[src/rtl/sorted_integer_set_table_assert.svh]
// ----------------------------------------------------------------------------
// sorted_integer_set_table_assert
// assertion macros of the sorted set rtl
// ----------------------------------------------------------------------------
`ifndef SORTED_INTEGER_SET_TABLE_ASSERT_SVH
`define SORTED_INTEGER_SET_TABLE_ASSERT_SVH

`ifndef ASSERT_OFF
// checked property, masked while reset is asserted
`define SIST_ASSERT(lbl, clk, rstn, prop, msg) \
  lbl: assert property (@(posedge clk) disable iff (!rstn) prop) else $error(msg);
// checked property, also during reset
`define SIST_ASSERT_NR(lbl, clk, prop, msg) \
  lbl: assert property (@(posedge clk) prop) else $error(msg);
`else
`define SIST_ASSERT(lbl, clk, rstn, prop, msg)
`define SIST_ASSERT_NR(lbl, clk, prop, msg)
`endif

`endif

[src/rtl/sist_pkg.sv]
// ----------------------------------------------------------------------------
// sist_pkg
// types and constants of the sorted integer set table
// ----------------------------------------------------------------------------
`default_nettype none

package sist_pkg;

  localparam int CAPACITY_DEF    = 256;
  localparam int KEY_WIDTH_DEF   = 32;
  localparam int COUNT_WIDTH_DEF = $clog2(CAPACITY_DEF + 1);
  localparam int OP_WIDTH        = 3;
  localparam int POS_WIDTH       = 8;
  localparam int STATUS_WIDTH    = 2;

  typedef enum logic [OP_WIDTH-1:0] {
    OP_LOOKUP = 3'd0,
    OP_INSERT = 3'd1,
    OP_REMOVE = 3'd2,
    OP_CLEAR  = 3'd3,
    OP_READ   = 3'd4
  } op_e;

  typedef enum logic [STATUS_WIDTH-1:0] {
    ST_OK    = 2'd0,
    ST_FULL  = 2'd1,
    ST_RANGE = 2'd2
  } status_e;

  typedef enum logic [1:0] {
    S_IDLE,
    S_CMP,
    S_RED,
    S_UPD
  } state_e;

  // commands broadcast to every cell
  typedef struct packed {
    logic compare;
    logic ins;
    logic rem;
  } cell_ctl_t;

endpackage

`default_nettype wire

[src/rtl/sist_cell.sv]
// ----------------------------------------------------------------------------
// sist_cell
// one slot of the sorted row: compares against the broadcast key and
// shifts a key up or down from its neighbor
// ----------------------------------------------------------------------------
`default_nettype none

module sist_cell #(
  parameter int IDX       = 0,
  parameter int KEY_WIDTH = sist_pkg::KEY_WIDTH_DEF,
  parameter int CNT_W     = sist_pkg::COUNT_WIDTH_DEF
) (
  input  wire                               clk_i,
  input  wire sist_pkg::cell_ctl_t          ctl_i,
  input  wire logic signed [KEY_WIDTH-1:0]  req_key_i,
  input  wire logic [sist_pkg::POS_WIDTH-1:0] pos_i,
  input  wire logic [CNT_W-1:0]             held_i,
  input  wire logic signed [KEY_WIDTH-1:0]  prev_key_i,
  input  wire logic                         prev_lt_i,
  input  wire logic signed [KEY_WIDTH-1:0]  next_key_i,
  output logic signed [KEY_WIDTH-1:0]       key_o,
  output logic                              lt_o,
  output logic [KEY_WIDTH:0]                hit_o
);

  logic signed [KEY_WIDTH-1:0] key_q, key_d;
  logic                        lt_q;
  logic                        eq_q;
  logic [KEY_WIDTH-1:0]        rd_q;
  logic                        occupied;
  logic                        sel;

  assign occupied = CNT_W'(IDX) < held_i;
  assign sel      = (IDX < (1 << sist_pkg::POS_WIDTH)) &&
                    (pos_i == sist_pkg::POS_WIDTH'(IDX));

  // insert: slots at or above the rank take the new key or the one below
  // remove: slots at or above the rank take the one above
  always_comb begin
    key_d = key_q;
    if (ctl_i.ins && !lt_q) begin
      key_d = prev_lt_i ? req_key_i : prev_key_i;
    end else if (ctl_i.rem && !lt_q) begin
      key_d = next_key_i;
    end
  end

  always_ff @(posedge clk_i) begin
    key_q <= key_d;
    if (ctl_i.compare) begin
      lt_q <= occupied && (key_q < req_key_i);
      eq_q <= occupied && (key_q == req_key_i);
      rd_q <= sel ? key_q : '0;
    end
  end

  assign key_o = key_q;
  assign lt_o  = lt_q;
  assign hit_o = {eq_q, rd_q};

endmodule

`default_nettype wire

[config.mk]
export PLATFORM = sky130hd
export DESIGN_NAME = sist_cell
export DESIGN_NICKNAME = d
export VERILOG_FILES = /design/src/rtl/sorted_integer_set_table_assert.svh /design/src/rtl/sist_pkg.sv /design/src/rtl/sist_cell.sv
export SDC_FILE = /design/constraint.sdc
export NUM_CORES = 1
export LEC_CHECK = 0
export ABC_AREA = 1
export BUFFER_PORTS_ARGS = -buffer_cell sky130_fd_sc_hd__buf_2
export CORE_MARGIN = 1
export CORE_UTILIZATION = 50
export DETAILED_ROUTE_END_ITERATION = 6
export GPL_ROUTABILITY_DRIVEN = 0
export MAX_ROUTING_LAYER = met4
export PLACE_DENSITY = 0.9
export SLEW_MARGIN = 25
export SYNTH_ARGS = -nofsm -noshare
export SYNTH_HDL_FRONTEND = slang
export SYNTH_SLANG_ARGS = --single-unit
[constraint.sdc]
create_clock -name clk_i -period 4.02 [get_ports clk_i]
set_input_delay 0.201 -clock clk_i [delete_from_list [all_inputs] [get_ports clk_i]]
set_output_delay 0.201 -clock clk_i [all_outputs]
set_load 0.05 [all_outputs]
Yosys cells after proc, flatten, opt, wreduce, memory -nomap -nowiden
Index checks and enable logic that the tools add are counted.
- flip-flop bits (word level): 66
- input port bits: 118
- output and inout port bits: 66
- word-level logic and storage cells: 17
- order comparisons: 2
- equality and inequality tests: 1
- multiplexer cells: 3
- reduce and logical (&&, ||, !) cells: 7
- operators with widths (operator ; number):
    two-way mux 32 bit ; 3
    equality test 32 bit ; 1
    < comparator 32 bit ; 1
    < comparator 1 x 9 -> 1 bit (first input constant) ; 1
    zero test 8 bit ; 1
    logical AND 1 bit ; 4
    nonzero test 2 bit ; 1
    zero test 1 bit ; 1

Depth between registers and ports, before layout
- depth after elaboration: 4
- gate-level depth with buffers: 15
- gate-level depth less buffers: 15

Worst setup path before layout
No wires, ideal clock.
- kind: reg2reg
- start point: reg lt_q (netlist: lt_o)
- end point: reg key_q[0] (netlist: key_o[0]) (enable)
- setup time: 0.422 ns
- arrival time: 2.095 ns
- required time: 3.598 ns
- setup slack: 1.503 ns
- stages on the path, launching flop included: 2
- buffers on the path: 0
- clock period less this slack: 2.517 ns
- path through: edfxtp_1 -> nor2_1
- longest elaborated chain between the ends: 3
- elaborated cells between the ends (all ways): 4
- classes of those cells: reduce/logical (4)
- ends and longest elaborated chain (element ; RTL line ; source):
    from (decl) ; sist_cell.sv:27 ; logic lt_q;
    from (signal assigned) ; sist_cell.sv:51 ; lt_q <= occupied && (key_q < req_key_i);
    zero test 1 bit * ; sist_cell.sv:41, sist_cell.sv:43 ;
    logical AND 1 bit, on equally long branches ; sist_cell.sv:41, sist_cell.sv:43 ;
    nonzero test 2 bit (no line) * ; n/a ;
    to (signal assigned) ; sist_cell.sv:49 ; key_q <= key_d;
    to (decl) ; sist_cell.sv:26 ; logic signed [KEY_WIDTH-1:0] key_q, key_d;
Every way passes the cells marked *; elsewhere a longest branch is shown, timed or not.
A chain may end at the register's enable or synchronous reset.

Worst setup path after layout
- start point: reg key_q[23] (netlist: key_o[23])
- end point: reg lt_q (netlist: lt_o) (data pin)
- longest elaborated chain between the ends: 2
- ends and longest elaborated chain (element ; RTL line):
    < comparator 32 bit ; sist_cell.sv:51
    logical AND 1 bit ; sist_cell.sv:51
No other way between the ends.

==> out/results.txt <==
Outcome: complete, no violations
RSZ-0062 raised after global routing: false
Aggregate global routing overflow: 0
Via-per-instance ratio: 4.99
Post-route setup slack: 2.21 ns
Layout cell share with drive strength beyond 1: 0.338
Endpoints failing hold: 0
Vias in the first global route: 3571
Min Hold Slack: 0.205 ns
Slew Viols, Final: 0
Nets: 764
# clock sinks: 66
Final WL: 9.82 mm
Initial antenna violation count: 0
First-pass GRT wire length: 16.0 mm
Leakage: 2.64 nW
Die ar.: 8060 sq um
Count of cell types in the netlist: 23
Max Cap Viol: 0
Worst clock skew: 0.00876 ns
Clk slew on worst S/H paths: 0.08 ns
Dpl ws: 2.03 ns
Routed via count: 3584
Int Power: 0.00135 W
Crit path kind: register to register
Maximum VDD drop: 0.189 mV
Worst slew margin: 0.317
1st-iter DRT viols: 167
Critical path arrival: 1.91 ns
Net Sw Power: 0.000711 W
Startpoint types: register
Setup_tns: 0 ns
Die extent in x: 89.8 um
N_diodes: 0
Min Tclk post-route: 1.81 ns
Switching Share: 0.345
Flop pwr share: 0.424
Hold_buf cts: 0
Register area share after synthesis: 0.514
CTS resizes: 0
Hold Path Class: primary input to register
Syn Inst Count: 436
CTS H-tree lvls: 3
Peak Freq: 552 MHz
Net Count, Synth: 586
Final ANT Viol Nets: 0
Clock root cell: clkbuf_8
Worst Path Required: 4.12 ns
Tightest Pin Transition: 1.02 ns
Gate power share: 0.275
Synth Register Bits: 66
Crit Path Max Fanout: 3
Fin crit share: 0.451
Ys Warns: 0
CTS Buf Count: 9
Initial Utilization: 0.526
Mapped cell area: 3850 sq um
I/O Buffers: 183
Maximum clock path buffer count: 2
Post-layout power: 0.00206 W
Core area: 7330 sq um
Dpl hpwl: 7.27 mm
CTS tree: built
DIE HEIGHT: 89.8 um
Synth Area per Inst: 8.84 sq um
Postcts setup bufs: 0
CP endpoint kind: register
Syn-to-layout area delta: 30.4%
1st-pass router iterations: 4
PD cells: 410 nW/um^2
Clock share of power: 0.301
WL/cell: 13.7 um
Final setup violation count: 0
Boundary Pins: 184
Total track usage: 0.257
Rows: 31
Post-route DRC: 0
Largest net degree at the start of global routing: 65
Skew-Pair Late Insertion Delay: 0.34 ns
[cells by family after synthesis]
logic type | Yosys count | share of synthesized area
adders and majority gates | 32 | 0.104
DFF | 66 | 0.514
and+or+nand+nor | 192 | 0.198
buffers and inverters | 94 | 0.102
AOI/OAI and AO/OA | 52 | 0.0809
[cell type report]
cell class,instances,area [sq um]
fill,577,2310
sequential,66,1980
multi-input combinational,276,1490
timing repair buffer,184,923
inverter,77,289
clock buffer,9,124
tap,99,124
clock inverter,7,93.8
[registers in the layout, summed over array words and instances (netlist names)]
register,count
key_o,32
rd_q,32
eq_q,1
lt_o,1
[power by group through the flow]
stage / clock (W) / sequential (W) / combinational, W
2_1_floorplan: 0 / 0.00107 / 0.000207
3_3_place_gp: 0 / 0.000885 / 0.000544
3_5_place_dp: 0 / 0.000888 / 0.000564
4_1_cts: 0.000625 / 0.000873 / 0.000568
5_1_grt: 0.000654 / 0.000880 / 0.000619
6_report: 0.000619 / 0.000873 / 0.000567
[metrics by stage]
stage | cells | utilization | cell area [sq um]
floorplan | 436 | - | 3850
global placement | 702 | 0.655 | 4800
detailed placement | 702 | 0.655 | 4800
CTS | 718 | 0.685 | 5020
global route | 718 | 0.685 | 5020
finish | 718 | 0.685 | 5020
[worst paths after layout]
check / from / end / slack [ns] / depth (start not counted)
min reg2reg: key_o[24] / rd_q[24] / 0.61 / 2
max: key_o[23] / lt_o / 2.21 / 8
min: next_key_i[19] / key_o[19] / 0.20 / 3
max reg2reg: key_o[23] / lt_o / 2.21 / 8
[routing by layer]
metal	global-route usage	vias to the layer above	share of wire
met3	0.0389	35	0.057
met2	0.437	160	0.52
met5	-	-	0
met4	0.133	0	0.032
li1	-	1776	-
met1	0.294	1613	0.40
[synthesized netlist by cell type]
cell type | number | area, sq um
o21a_1 | 2 | 15.0
nand4_1 | 2 | 12.5
inv_1 | 77 | 289
buf_2 | 12 | 60.1
a21oi_2 | 1 | 8.76
nor2_2 | 2 | 12.5
nand2_2 | 1 | 6.26
buf_4 | 1 | 7.51
nand2_1 | 103 | 387
nor2_4 | 1 | 11.3
o21ai_0 | 2 | 10.0
buf_6 | 3 | 33.8
nor4_2 | 1 | 12.5
nor4_1 | 3 | 18.8
nand3_1 | 1 | 5.00
ha_1 | 32 | 400
a21o_1 | 1 | 7.51
nand3_2 | 1 | 10.0
a31oi_1 | 32 | 200
edfxtp_1 | 66 | 1980
nor2_1 | 77 | 289
a21oi_1 | 14 | 70.1
clkbuf_1 | 1 | 3.75
[cells in the final DEF (no fill, tap or decap), types with 2 or more instances in the layout]
cell type | netlist | routed
o21a_1 | 2 | 2
inv_1 | 77 | 77
clkbuf_8 | 0 | 9
nor2_2 | 2 | 2
nand4_1 | 2 | 2
buf_2 | 12 | 183
a31oi_1 | 32 | 32
edfxtp_1 | 66 | 66
ha_1 | 32 | 32
clkinv_2 | 0 | 2
bufinv_16 | 0 | 2
nand2_2 | 1 | 2
nand2_1 | 103 | 102
o21ai_0 | 2 | 2
nor4_1 | 3 | 3
a21oi_1 | 14 | 14
nor2_1 | 77 | 76
nor2_4 | 1 | 2
clkinvlp_4 | 0 | 2
[worst max-delay path, cell delays in order (launching register included)]
cell	delay [ns]
edfxtp_1	0.44
ha_1	0.32
nand2_1	0.07
nor2_1	0.16
nand4_1	0.16
nor2_2	0.14
nand2_1	0.09
a21oi_1	0.13
nor2_1	0.06
No activity file was read; power rests on OpenSTA's default activity.
